`src/rtl/pkcm_pkg.sv`:
```
// ----------------------------------------------------------------------------
// pkcm_pkg
// shared types, constants and helper functions of the keyword coverage matcher
// ----------------------------------------------------------------------------
`default_nettype none

package pkcm_pkg;

    localparam int KEYWORD_MAX_DEF = 32;
    localparam int CHAR_W          = 8;
    localparam int LEN_W           = 6;
    localparam int BEST_W          = 6;
    localparam int THR_W           = 17;
    localparam int FRAC_W          = 16;
    localparam int CFG_IDX_W       = 3;
    localparam int CFG_DATA_W      = 64;
    localparam int CHARS_PER_REG   = 8;
    localparam int GRP_W           = 8;
    localparam int GRP_CNT_W       = 4;
    localparam int OUT_TDATA_W     = 8;

    localparam logic [THR_W-1:0] THR_RESET = THR_W'(65536);

    // configuration register indexes
    typedef enum logic [CFG_IDX_W-1:0] {
        CFG_KW_LOW      = 3'd0,
        CFG_KW_MID_LOW  = 3'd1,
        CFG_KW_MID_HIGH = 3'd2,
        CFG_KW_HIGH     = 3'd3,
        CFG_KW_LENGTH   = 3'd4,
        CFG_THRESHOLD   = 3'd5
    } t_cfg_index;

    // status handed from one cell to its neighbor and to the top level
    typedef struct packed {
        logic in_use;   // position lies inside the effective keyword
        logic live;     // stored prefix-match bit
        logic hit;      // prefix ending here with the current byte
        logic reached;  // prefix of this length seen in the text so far
        logic sig;      // keyword char here is not whitespace
        logic tail;     // final position of the effective keyword
    } t_cell_out;

    // per-result flags riding along the scoring pipeline
    typedef struct packed {
        logic              whole;
        logic              empty;
        logic              ge_one;
        logic [FRAC_W-1:0] thr;
    } t_score_flags;

    function automatic logic [CHAR_W-1:0] fold_case(input logic [CHAR_W-1:0] c);
        logic [CHAR_W-1:0] r;
        r = c;
        if (c >= 8'h41 && c <= 8'h5A) begin
            r = c + 8'h20;
        end
        return r;
    endfunction

    function automatic logic is_blank(input logic [CHAR_W-1:0] c);
        return (c == 8'h20) || (c >= 8'h09 && c <= 8'h0D);
    endfunction

    function automatic logic [GRP_CNT_W-1:0] pop_grp(input logic [GRP_W-1:0] v);
        logic [GRP_CNT_W-1:0] n;
        n = '0;
        for (int i = 0; i < GRP_W; i++) begin
            n = n + GRP_CNT_W'(v[i]);
        end
        return n;
    endfunction

endpackage

`default_nettype wire

```
`src/rtl/partial_keyword_coverage_match_unit.sv`:
```
// ----------------------------------------------------------------------------
// partial_keyword_coverage_match_unit
// case-insensitive keyword search with prefix coverage scoring
// ----------------------------------------------------------------------------
// throughput: one text byte per cycle; the cell row updates all prefix bits
//   of a byte together; input stalls only while all four scoring
//   stages hold results and the output item is not taken
// pipeline: four register stages (capture, group count, total, decision); the
//   result item is held in the decision stage until it is taken
// reset: synchronous active low; clears the cell row, the scoring pipeline
//   and the config registers (threshold resets to 1.0)
// ----------------------------------------------------------------------------
`default_nettype none

module partial_keyword_coverage_match_unit
    import pkcm_pkg::*;
#(
    parameter int KEYWORD_MAX = KEYWORD_MAX_DEF
) (
    input  wire logic                   i_clk,
    input  wire logic                   i_rst_n,
    // text in
    input  wire logic                   i_s_axis_tvalid,
    output logic                        o_s_axis_tready,
    input  wire logic [CHAR_W-1:0]      i_s_axis_tdata,  // [7:0] text_char
    input  wire logic                   i_s_axis_tlast,  // last_char
    // result out
    output logic                        o_m_axis_tvalid,
    input  wire logic                   i_m_axis_tready,
    output logic [OUT_TDATA_W-1:0]      o_m_axis_tdata,  // [0] is_match,
                                                         // [1] fully_contained,
                                                         // [7:2] best_significant
    // config write
    input  wire logic                   i_cfg_valid,
    output logic                        o_cfg_ready,
    input  wire logic [CFG_IDX_W-1:0]   i_cfg_index,
    input  wire logic [CFG_DATA_W-1:0]  i_cfg_data
);

    // config registers, only the chars the cell row can use are kept
    logic [KEYWORD_MAX*CHAR_W-1:0] r_kw;
    logic [LEN_W-1:0]              r_kw_len;
    logic [THR_W-1:0]              r_thr;

    logic            r_seen_whole;
    logic            n_seen_whole;

    logic            w_accept;
    logic            w_cfg_we;
    logic [CHAR_W-1:0] w_char;
    t_cell_out       w_cell [KEYWORD_MAX];
    t_cell_out       w_prev [KEYWORD_MAX];
    logic [KEYWORD_MAX-1:0] w_next_in_use;
    logic [KEYWORD_MAX-1:0] w_hit_tail;
    logic [KEYWORD_MAX-1:0] w_best_vec;
    logic [KEYWORD_MAX-1:0] w_sig_vec;
    t_score_flags    w_flags;
    logic            w_score_ready;
    logic            w_match;
    logic            w_whole;
    logic [BEST_W-1:0] w_best;

    assign w_accept        = i_s_axis_tvalid && o_s_axis_tready;
    assign o_s_axis_tready = w_score_ready;
    assign o_cfg_ready     = 1'b1;
    assign w_cfg_we        = i_cfg_valid && o_cfg_ready;
    assign w_char          = fold_case(i_s_axis_tdata);

    // ---------------------------------------------------------------- config
    always_ff @(posedge i_clk) begin
        if (!i_rst_n) begin
            r_kw     <= '0;
            r_kw_len <= '0;
            r_thr    <= THR_RESET;
        end else if (w_cfg_we) begin
            // keyword bytes: register i holds chars 8i .. 8i+7
            for (int b = 0; b < KEYWORD_MAX; b++) begin
                if (i_cfg_index == CFG_IDX_W'(b / CHARS_PER_REG)) begin
                    r_kw[b*CHAR_W +: CHAR_W] <=
                        i_cfg_data[(b % CHARS_PER_REG)*CHAR_W +: CHAR_W];
                end
            end
            unique case (i_cfg_index)
                CFG_KW_LENGTH: r_kw_len <= i_cfg_data[LEN_W-1:0];
                CFG_THRESHOLD: r_thr    <= i_cfg_data[THR_W-1:0];
                default: ;
            endcase
        end
    end

    // ---------------------------------------------------------------- cell row
    // the boundary cell sees a virtual neighbor that is always in use and
    // always live, so a new prefix can start at position 0 on every byte
    always_comb begin
        for (int k = 0; k < KEYWORD_MAX; k++) begin
            if (k == 0) begin
                w_prev[k] = '{in_use: 1'b1, live: 1'b1, hit: 1'b0,
                              reached: 1'b0, sig: 1'b0, tail: 1'b0};
            end else begin
                w_prev[k] = w_cell[k-1];
            end
            if (k == KEYWORD_MAX - 1) begin
                w_next_in_use[k] = 1'b0;
            end else begin
                w_next_in_use[k] = w_cell[k+1].in_use;
            end
            w_hit_tail[k] = w_cell[k].hit && w_cell[k].tail;
            // reached is a thermometer, masked by in_use it stops at the
            // effective length, so its significant chars give best_significant
            w_best_vec[k] = w_cell[k].reached && w_cell[k].sig;
            w_sig_vec[k]  = w_cell[k].sig;
        end
    end

    for (genvar k = 0; k < KEYWORD_MAX; k++) begin : g_cell
        logic w_len_ok;
        // keyword length saturates at the row length by construction
        assign w_len_ok = (r_kw_len > LEN_W'(k));

        pkcm_cell u_cell (
            .i_clk         (i_clk),
            .i_rst_n       (i_rst_n),
            .i_accept      (w_accept),
            .i_last        (i_s_axis_tlast),
            .i_char        (w_char),
            .i_kw_char     (r_kw[k*CHAR_W +: CHAR_W]),
            .i_len_ok      (w_len_ok),
            .i_prev        (w_prev[k]),
            .i_next_in_use (w_next_in_use[k]),
            .o_cell        (w_cell[k])
        );
    end

    // whole keyword seen: the last keyword cell matched on some byte
    assign n_seen_whole = r_seen_whole || (|w_hit_tail);

    always_ff @(posedge i_clk) begin
        if (!i_rst_n) begin
            r_seen_whole <= 1'b0;
        end else if (w_accept) begin
            r_seen_whole <= i_s_axis_tlast ? 1'b0 : n_seen_whole;
        end
    end

    // ---------------------------------------------------------------- scoring
    always_comb begin
        w_flags.empty  = !w_cell[0].in_use;
        w_flags.whole  = n_seen_whole && w_cell[0].in_use;
        w_flags.ge_one = r_thr[THR_W-1];
        w_flags.thr    = r_thr[FRAC_W-1:0];
    end

    pkcm_score #(
        .KEYWORD_MAX (KEYWORD_MAX)
    ) u_score (
        .i_clk      (i_clk),
        .i_rst_n    (i_rst_n),
        .i_valid    (w_accept && i_s_axis_tlast),
        .o_ready    (w_score_ready),
        .i_best_vec (w_best_vec),
        .i_sig_vec  (w_sig_vec),
        .i_flags    (w_flags),
        .o_valid    (o_m_axis_tvalid),
        .i_ready    (i_m_axis_tready),
        .o_match    (w_match),
        .o_whole    (w_whole),
        .o_best     (w_best)
    );

    assign o_m_axis_tdata = {w_best, w_whole, w_match};

endmodule

`default_nettype wire

```
`src/rtl/pkcm_cell.sv`:
```
// ----------------------------------------------------------------------------
// pkcm_cell
// one keyword position: char compare, live prefix bit and reached flag
// ----------------------------------------------------------------------------
`default_nettype none

module pkcm_cell
    import pkcm_pkg::*;
(
    input  wire logic              i_clk,
    input  wire logic              i_rst_n,
    input  wire logic              i_accept,
    input  wire logic              i_last,
    input  wire logic [CHAR_W-1:0] i_char,        // folded text byte
    input  wire logic [CHAR_W-1:0] i_kw_char,
    input  wire logic              i_len_ok,
    input  wire t_cell_out         i_prev,
    input  wire logic              i_next_in_use,
    output t_cell_out              o_cell
);

    logic r_live;
    logic r_reached;
    logic n_live;
    logic w_in_use;

    // keyword stops at the first zero char
    assign w_in_use = i_prev.in_use && i_len_ok && (i_kw_char != '0);
    assign n_live   = i_prev.live && w_in_use && (fold_case(i_kw_char) == i_char);

    always_ff @(posedge i_clk) begin
        if (!i_rst_n) begin
            r_live    <= 1'b0;
            r_reached <= 1'b0;
        end else if (i_accept) begin
            if (i_last) begin
                r_live    <= 1'b0;
                r_reached <= 1'b0;
            end else begin
                r_live    <= n_live;
                r_reached <= r_reached || n_live;
            end
        end
    end

    always_comb begin
        o_cell.in_use  = w_in_use;
        o_cell.live    = r_live;
        o_cell.hit     = n_live;
        o_cell.reached = (r_reached || n_live) && w_in_use;
        o_cell.sig     = w_in_use && !is_blank(i_kw_char);
        o_cell.tail    = w_in_use && !i_next_in_use;
    end

endmodule

`default_nettype wire

```
`src/rtl/pkcm_score.sv`:
```
// ----------------------------------------------------------------------------
// pkcm_score
// counts significant chars and applies the threshold rule, four register stages
// ----------------------------------------------------------------------------
`default_nettype none

module pkcm_score
    import pkcm_pkg::*;
#(
    parameter int KEYWORD_MAX = KEYWORD_MAX_DEF
) (
    input  wire logic                   i_clk,
    input  wire logic                   i_rst_n,
    input  wire logic                   i_valid,
    output logic                        o_ready,
    input  wire logic [KEYWORD_MAX-1:0] i_best_vec,
    input  wire logic [KEYWORD_MAX-1:0] i_sig_vec,
    input  wire t_score_flags           i_flags,
    output logic                        o_valid,
    input  wire logic                   i_ready,
    output logic                        o_match,
    output logic                        o_whole,
    output logic [BEST_W-1:0]           o_best
);

    localparam int NGRP  = (KEYWORD_MAX + GRP_W - 1) / GRP_W;
    localparam int PAD_W = NGRP * GRP_W;
    localparam int CNT_W = $clog2(KEYWORD_MAX + 1);
    localparam int PRD_W = CNT_W + FRAC_W;

    // stage a: captured vectors
    logic                 r_va;
    logic [PAD_W-1:0]     r_best_vec;
    logic [PAD_W-1:0]     r_sig_vec;
    t_score_flags         r_fa;
    // stage b: group counts
    logic                 r_vb;
    logic [GRP_CNT_W-1:0] r_best_grp [NGRP];
    logic [GRP_CNT_W-1:0] r_sig_grp  [NGRP];
    t_score_flags         r_fb;
    // stage c: totals
    logic                 r_vc;
    logic [CNT_W-1:0]     r_best_c;
    logic [CNT_W-1:0]     r_sig_c;
    t_score_flags         r_fc;
    // output register
    logic                 r_ov;
    logic                 r_match;
    logic                 r_whole;
    logic [CNT_W-1:0]     r_best;

    logic en_a, en_b, en_c, en_o;
    logic [CNT_W-1:0] n_best_c;
    logic [CNT_W-1:0] n_sig_c;
    logic [PRD_W-1:0] w_lhs;
    logic [PRD_W-1:0] w_rhs;
    logic             n_match;

    assign en_o    = !r_ov || i_ready;
    assign en_c    = !r_vc || en_o;
    assign en_b    = !r_vb || en_c;
    assign en_a    = !r_va || en_b;
    assign o_ready = en_a;

    always_comb begin
        n_best_c = '0;
        n_sig_c  = '0;
        for (int g = 0; g < NGRP; g++) begin
            n_best_c = n_best_c + CNT_W'(r_best_grp[g]);
            n_sig_c  = n_sig_c + CNT_W'(r_sig_grp[g]);
        end
    end

    // best * 1.0 >= threshold * sig, all in 16-bit fraction units
    assign w_lhs = {r_best_c, {FRAC_W{1'b0}}};
    assign w_rhs = PRD_W'(r_fc.thr) * PRD_W'(r_sig_c);

    always_comb begin
        if (r_fc.empty) begin
            n_match = 1'b0;
        end else if (r_fc.ge_one) begin
            n_match = r_fc.whole;
        end else if (r_sig_c == '0) begin
            n_match = (r_fc.thr == '0);
        end else begin
            n_match = (w_lhs >= w_rhs);
        end
    end

    always_ff @(posedge i_clk) begin
        if (!i_rst_n) begin
            r_va <= 1'b0;
            r_vb <= 1'b0;
            r_vc <= 1'b0;
            r_ov <= 1'b0;
        end else begin
            if (en_a) r_va <= i_valid;
            if (en_b) r_vb <= r_va;
            if (en_c) r_vc <= r_vb;
            if (en_o) r_ov <= r_vc;
        end
    end

    always_ff @(posedge i_clk) begin
        if (en_a) begin
            r_best_vec <= PAD_W'(i_best_vec);
            r_sig_vec  <= PAD_W'(i_sig_vec);
            r_fa       <= i_flags;
        end
        if (en_b) begin
            for (int g = 0; g < NGRP; g++) begin
                r_best_grp[g] <= pop_grp(r_best_vec[g*GRP_W +: GRP_W]);
                r_sig_grp[g]  <= pop_grp(r_sig_vec[g*GRP_W +: GRP_W]);
            end
            r_fb <= r_fa;
        end
        if (en_c) begin
            r_best_c <= n_best_c;
            r_sig_c  <= n_sig_c;
            r_fc     <= r_fb;
        end
        if (en_o) begin
            r_match <= n_match;
            r_whole <= r_fc.whole;
            r_best  <= r_best_c;
        end
    end

    assign o_valid = r_ov;
    assign o_match = r_match;
    assign o_whole = r_whole;
    assign o_best  = BEST_W'(r_best);

endmodule

`default_nettype wire

```
`config.mk`:
```
export PLATFORM = sky130hd
export DESIGN_NAME = partial_keyword_coverage_match_unit
export DESIGN_NICKNAME = d
export VERILOG_FILES = /design/src/rtl/pkcm_pkg.sv /design/src/rtl/partial_keyword_coverage_match_unit.sv /design/src/rtl/pkcm_cell.sv /design/src/rtl/pkcm_score.sv
export SDC_FILE = /design/constraint.sdc
export NUM_CORES = 2
export LEC_CHECK = 0
export BUFFER_PORTS_ARGS = -buffer_cell sky130_fd_sc_hd__buf_2
export CORE_ASPECT_RATIO = 1.1
export CORE_MARGIN = 2
export CORE_UTILIZATION = 45
export DETAILED_ROUTE_END_ITERATION = 12
export PLACE_DENSITY = 0.64
export SYNTH_ARGS = -nofsm -noshare
export SYNTH_HDL_FRONTEND = slang
export SYNTH_HIERARCHICAL = 1
export SYNTH_SLANG_ARGS = --single-unit
```
`constraint.sdc`:
```
create_clock -name i_clk -period 18.2 [get_ports i_clk]
set_input_delay 0 -clock i_clk [delete_from_list [all_inputs] [get_ports i_clk]]
set_output_delay 0 -clock i_clk [all_outputs]
set_load 0.02 [all_outputs]
```
* Word level (Yosys, flattened, before mapping)
Memory sizes are Yosys's and may differ from the RTL's.
Index checks and enable logic that the tools add are counted.
** Cells by class
- Add/sub/neg operators :: 95
- Multiply operators :: 1
- Divide/modulo/power cells :: 0
- Order comparisons :: 163
- Equal/unequal tests :: 69
- Shifts and indexed selects :: 0
- Muxes and demuxes :: 101
- Bitwise logic cells :: 0
- Reductions and logical operators :: 532
** Operators with widths (count)
- logical AND 1 bit :: 353
- adder 8 x 6 -> 8 bit (second input constant) :: 33
- >= comparator 8 x 7 -> 1 bit (second input constant) :: 33
- less-or-equal comparator 8 x 7 -> 1 bit (second input constant) :: 33
- two-way mux 8 bit :: 33
- equality test 8 x 6 -> 1 bit (second input constant) :: 32
- equality test 8 bit :: 32
- >= comparator 8 x 4 -> 1 bit (second input constant) :: 32
- less-or-equal comparator 8 x 4 -> 1 bit (second input constant) :: 32
- nonzero test 8 bit :: 32
- adder 4 x 1 -> 4 bit :: 48
- greater-than comparator 6 x 5 -> 1 bit (second input constant) :: 16
- logical OR 1 bit :: 69
- logical NOT 1 bit :: 68
- two-way mux 1 bit :: 68
- greater-than comparator 6 x 4 -> 1 bit (second input constant) :: 8
- OR reduction 32 bit :: 1
- adder 6 x 4 -> 6 bit :: 4
- greater-than comparator 6 x 3 -> 1 bit (second input constant) :: 4
- >= comparator 22 bit :: 1
- multiplier 16 x 6 -> 22 bit :: 1
- adder 1 x 1 -> 2 bit :: 8
- logical NOT 16 bit :: 1
- greater-than comparator 6 x 1 -> 1 bit (second input constant) :: 2
- other kinds (8) :: 17
** Storage, ports and cells
- Register bits :: 488
- Bits in latches :: 0
- RAM bits :: 32
- Bits in read-only memories :: 0
- Output and inout bits :: 11
- Logic and storage cells :: 1056
- Memories :: 2
** Memories
- u_score.r_best_grp :: words 4, bits a word 4, rd ports 4, clocked after Yosys merged registers in 0, write ports 4, line pkcm_score.sv:38 : logic [GRP_CNT_W-1:0] r_best_grp [NGRP];
- u_score.r_sig_grp :: words 4, bits a word 4, rd ports 4, clocked after Yosys merged registers in 0, write ports 4, line pkcm_score.sv:39 : logic [GRP_CNT_W-1:0] r_sig_grp [NGRP];

* Logic depth before layout (Yosys ltp)
- Word-level depth :: 70
- Depth in mapped cells :: 108
- Depth with buffers taken out :: 76

* Hierarchy
Netlist, hierarchy kept.
** Modules (own cells, without submodules)
- pkcm_cell :: times used 32, cells an instance 71, area each 488.0 µm², sequential area each 40.0 µm²
- partial_keyword_coverage_match_unit :: times used 1, cells an instance 1348, area each 10650.2 µm², sequential area each 5605.4 µm²
- pkcm_score :: times used 1, cells an instance 765, area each 10446.3 µm², sequential area each 5275.1 µm²

* Worst setup path before layout
Ideal clock, no wire load.
- Path kind :: register to register
- Start point :: register r_kw_len[3]
- End point :: register r_seen_whole
- Data arrival time :: 13727 ps
- Path slack :: 4359 ps
- Cell stages (with the launch flop) :: 108
- Cells stage by stage :: dfxtp_1 clkbuf_1 nor2_2 inv_1 nor2_1 nand2_1 nand2_1 a21oi_1 buf_4 nand2_1 a21oi_1 buf_4 nand2_1 a21oi_1 buf_4 nand2_1 a21oi_1 buf_4 [... 72 more ...] nand2_1 a21oi_1 buf_4 nand2_1 a21oi_1 buf_4 nand2_1 a21oi_1 buf_4 nand2_1 nor4_1 nand4_1 nor2_1 buf_4 a22oi_1 nand4_1 nor4_1 a2111oi_0
** Between the ends
- Elaborated cells on any way between the ends :: 255
- Those cells by class :: order compare: 32; mux: 1; reduce/logical: 222
** RTL lines
- start: declaration :: line partial_keyword_coverage_match_unit.sv:42 : logic [LEN_W-1:0] r_kw_len;
- start signal: assignment :: line partial_keyword_coverage_match_unit.sv:84 : CFG_KW_LENGTH: r_kw_len <= i_cfg_data[LEN_W-1:0];
- greater-than comparator 6 x 3 -> 1 bit :: line partial_keyword_coverage_match_unit.sv:118 : assign w_len_ok = (r_kw_len > LEN_W'(k));
- named net g_cell[7].w_len_ok :: line partial_keyword_coverage_match_unit.sv:116 : logic w_len_ok;
- logical AND 1 bit (2 in a row) :: line pkcm_cell.sv:28 : assign w_in_use = i_prev.in_use && i_len_ok && (i_kw_char != '0);
- named net g_cell[7].u_cell.w_in_use :: line pkcm_cell.sv:25 : logic w_in_use;
- logical AND 1 bit (2 in a row) :: line pkcm_cell.sv:28
- named net g_cell[8].u_cell.w_in_use :: line pkcm_cell.sv:25
- logical AND 1 bit (2 in a row) :: line pkcm_cell.sv:28
- named net g_cell[9].u_cell.w_in_use :: line pkcm_cell.sv:25
- [... 2 more ...]
- named net g_cell[10].u_cell.w_in_use :: line pkcm_cell.sv:25
- [... 2 more ...]
- named net g_cell[11].u_cell.w_in_use :: line pkcm_cell.sv:25
- [... 2 more ...]
- named net g_cell[12].u_cell.w_in_use :: line pkcm_cell.sv:25
- [... 2 more ...]
- named net g_cell[13].u_cell.w_in_use :: line pkcm_cell.sv:25
- [... 2 more ...]
- named net g_cell[14].u_cell.w_in_use :: line pkcm_cell.sv:25
- [... 2 more ...]
- named net g_cell[15].u_cell.w_in_use :: line pkcm_cell.sv:25
- [... 2 more ...]
- named net g_cell[16].u_cell.w_in_use :: line pkcm_cell.sv:25
- [... 2 more ...]
- named net g_cell[17].u_cell.w_in_use :: line pkcm_cell.sv:25
- [... 2 more ...]
- named net g_cell[18].u_cell.w_in_use :: line pkcm_cell.sv:25
- [... 2 more ...]
- named net g_cell[19].u_cell.w_in_use :: line pkcm_cell.sv:25
- [... 2 more ...]
- named net g_cell[20].u_cell.w_in_use :: line pkcm_cell.sv:25
- [... 2 more ...]
- named net g_cell[21].u_cell.w_in_use :: line pkcm_cell.sv:25
- [... 2 more ...]
- named net g_cell[22].u_cell.w_in_use :: line pkcm_cell.sv:25
- [... 2 more ...]
- named net g_cell[23].u_cell.w_in_use :: line pkcm_cell.sv:25
- [... 2 more ...]
- named net g_cell[24].u_cell.w_in_use :: line pkcm_cell.sv:25
- [... 2 more ...]
- named net g_cell[25].u_cell.w_in_use :: line pkcm_cell.sv:25
- [... 2 more ...]
- named net g_cell[26].u_cell.w_in_use :: line pkcm_cell.sv:25
- [... 2 more ...]
- named net g_cell[27].u_cell.w_in_use :: line pkcm_cell.sv:25
- [... 2 more ...]
- named net g_cell[28].u_cell.w_in_use :: line pkcm_cell.sv:25
- [... 2 more ...]
- named net g_cell[29].u_cell.w_in_use :: line pkcm_cell.sv:25
- [... 2 more ...]
- named net g_cell[30].u_cell.w_in_use :: line pkcm_cell.sv:25
- logical AND 1 bit (2 in a row) :: line pkcm_cell.sv:28
- logical AND 1 bit (2 in a row) :: line pkcm_cell.sv:29 : assign n_live = i_prev.live && w_in_use && (fold_case(i_kw_char) == i_char);
- named net g_cell[31].u_cell.n_live :: line pkcm_cell.sv:24 : logic n_live;
- logical AND 1 bit :: line partial_keyword_coverage_match_unit.sv:107 : w_hit_tail[k] = w_cell[k].hit && w_cell[k].tail;
- OR reduction 32 bit :: line partial_keyword_coverage_match_unit.sv:135 : assign n_seen_whole = r_seen_whole || (|w_hit_tail);
- logical OR 1 bit :: line partial_keyword_coverage_match_unit.sv:135
- two-way mux 1 bit :: line partial_keyword_coverage_match_unit.sv:141 : r_seen_whole <= i_s_axis_tlast ? 1'b0 : n_seen_whole;
- end signal: assignment :: line partial_keyword_coverage_match_unit.sv:141
- end: declaration :: line partial_keyword_coverage_match_unit.sv:45 : logic r_seen_whole;
The timed path passes the listed nets, and every way through them passes these cells.
A chain may end at the register's enable or synchronous reset.

==> flow_summary.yaml <==
finish:
  syn2layout_area_growth_pct: 9.99
  fillCellCount: 7634
  design_area_sq_um: 40300
  final-seq-area_sq_um: 12100
  multi_input_area_sq_um: 22400
  fin_nets: 4742
  layout-drive-gt1-share_pct: 11.1
min_path:
  hp-class: "in2reg"
  whs_path_depth: 6
  hold_path_end: "r_kw[25]"
  hp-start: "i_cfg_valid"
timing:
  hold_viol: 0
  setup_viol: 0
  final.min_clock_period_ps: 16540
  clock_skew_ps: 45.7
  tightest_slew_ps: 1080
  max_slew_margin_pct: 28.0
  drv_slew: 0
  fin_setup_tns_ps: 0
  max_freq_mhz: 60.4
  period_share_pct: 90.9
  rsz0062_at_grt: "no"
die:
  core_sq_um: 80600
  initial_core_util_pct: 45.5
  die_area_sq_um: 83800
  die_w_microns: 276
  fp.dieH_microns: 303
  num_rows: 109
  ios: 92
global_routing:
  grt_max_degree: 134
  gr-total-overflow: 0
  grt_pass1_wl_microns: 185000
  grt_pass1_vias: 31370
  antenna_found_initial: 10
  track_usage_pct: 28.6
clocking:
  htreeDepth: 2
  cts_sinks: 520
  clock_latency_ps: 650
  post-cts-setup-buffers: 0
  clockRootBuffer: "clkbuf_16"
  cts_tree: "yes"
  clockBufferDepth: 3
  clk_pin_slew_ps: 60
  cts_buffers: 59
pwr:
  switching_share_pct: 26.0
  power_density_nw_per_um2: 70.1
  p_int_uw: 2090
  irDropWorstVdd_mv: 0.0803
  p_seq_share_pct: 43.6
  p_switching_uw: 735
  power.leakage_uw: 0.0145
  p_comb_share_pct: 10.5
  clock_power_share_pct: 45.8
placed_design:
  portBuffers: 90
  post-dp-hpwl_microns: 87300
  routabilityCongestion: 0.956
  placed_cell_area_sq_um: 37500
critical_path:
  r2r_slack_ps: 1660
  crit_top_cell: "nand2_1"
  crit_family: "compound AO/OA/AOI/OAI gates"
  path_max_fanout: 11
  r2r-start: "r_kw_len[4]"
  worstPathRequired_ps: 18730
  start_kind: "flip-flop"
  rr_endpoint: "r_seen_whole"
  cp_slowest_cell: "dfxtp_1"
  crit_buf_inv: 10
  cp.arrival_ps: 17070
  critPathCaptureType: "flip-flop"
  r2r_cells: 84
  worstSetupPathType: "reg2reg"
  critPathMaxStageDelay_ps: 570
detailed_routing:
  wl_microns: 122000
  vias: 33058
  post_drt_wl_per_cell_microns: 22.0
  dr.pass1.iters: 5
  antenna_left: 0
  drc: 0
  drt-vias-per-instance: 5.95
  drt_iter0_drc: 3414
yosys:
  yosysWarnings: 6
  synth_cells: 4381
  syn_area_per_cell_sq_um: 8.37
  netlist_area_sq_um: 36700
status:
  outcome: "complete, no violations"
job:
  maxCapViolations: 0
==> cells in the final DEF (no fill, tap or decap), drive strengths merged, types with 14 or more instances in the layout <==
cell / count
fa: 103
or3: 34
edfxtp: 173
nand4: 104
a31oi: 33
and2: 145
a41o: 32
a21o: 16
dlygate4sd3: 69
nor2: 156
nand3b: 98
a32o: 32
dfxtp: 347
ha: 106
nor4b: 34
a311oi: 34
o211ai: 66
buf: 138
nand2: 848
clkbuf: 77
nand2b: 201
a21oi: 398
o221ai: 33
clkinv: 16
or2: 70
xnor2: 146
inv: 208
o2bb2ai: 33
o21ai: 210
a21boi: 34
or4: 35
nor3: 101
nor4: 70
a22oi: 14
o21ba: 32
nor2b: 176
==> per-stage QoR <==
stage	util [%]	setup slack, ps	cells	hold WS, ps	total power (uW)
floorplan	-	4360	4385	71.8	1430
global placement	46.5	1170	5376	297	1540
detailed placement	46.5	304	5376	296	1540
CTS	50.0	191	5554	87.5	2830
global route	50.0	39.7	5555	134	2910
finish	50.0	1660	5559	104	2830
==> sequential cells by signal (all words and copies together) (netlist names), 17 cells and up <==
signal                   flops
r_kw                       256
g_cell.u_cell/r_live        31
r_thr                       17
u_score/r_fc                19
g_cell.u_cell/r_reached     32
u_score/r_fb                19
u_score/r_sig_vec           32
u_score/r_fa                19
u_score/r_best_vec          32
==> layout make-up <==
class	instances	area share [%]
Tap cell	1054	3.27
Antenna cell	5	0.0310
Timing Repair Buffer	207	3.76
Sequential cell	520	30.1
Multi-Input combinational cell	3456	55.6
Inverter	208	1.95
Clock buffer	77	4.29
Clock inverter	32	0.952
==> worst reg2reg max path: cells and delay by family, from the launching register on <==
kind	cells	cell delay, ps
buf+inv	10	1710
simple gates	41	5910
compound gates	33	8230
flops	1	570
==> layer usage <==
metal | up-vias | part of all wire (%) | GRT usage [%] | wire, microns
li1 | 15546 | - | - | -
met1 | 15816 | 42 | 37.9 | 51600
met2 | 1398 | 45 | 46.1 | 54500
met4 | 2 | 5.1 | 13.9 | 6270
met5 | - | 0.011 | 0 | 13
met3 | 296 | 8.2 | 4.31 | 10000
==> worst max-delay path by stage <==
stage	startpoint	to	slack, ps	cells past startpoint
after floorplan	r_kw_len[3]	r_seen_whole	4360	107
after global placement	r_kw_len[4]	r_seen_whole	1170	84
after detailed placement	r_kw_len[4]	r_seen_whole	300	84
after CTS	r_kw_len[4]	r_seen_whole	190	84
after global routing	r_kw_len[4]	r_seen_whole	40	84
final	r_kw_len[4]	r_seen_whole	1660	84
==> power groups by stage <==
stage	sequential [uW]	clock, uW	combinational, uW
after floorplan	1250	0	175
after global placement	1260	0	279
after detailed placement	1260	0	278
after CTS	1230	1310	290
after global routing	1240	1360	317
final	1230	1300	298
==> timing repair <==
action / 4_1_cts / 5_1_grt
endpoints found under the hold margin: 296 / 0
endpoints found under the setup margin: 0 / 12
resized for setup: 0 / 11
hold buffers: 69 / 0
Note: power is estimated with default switching activity, not from simulation.
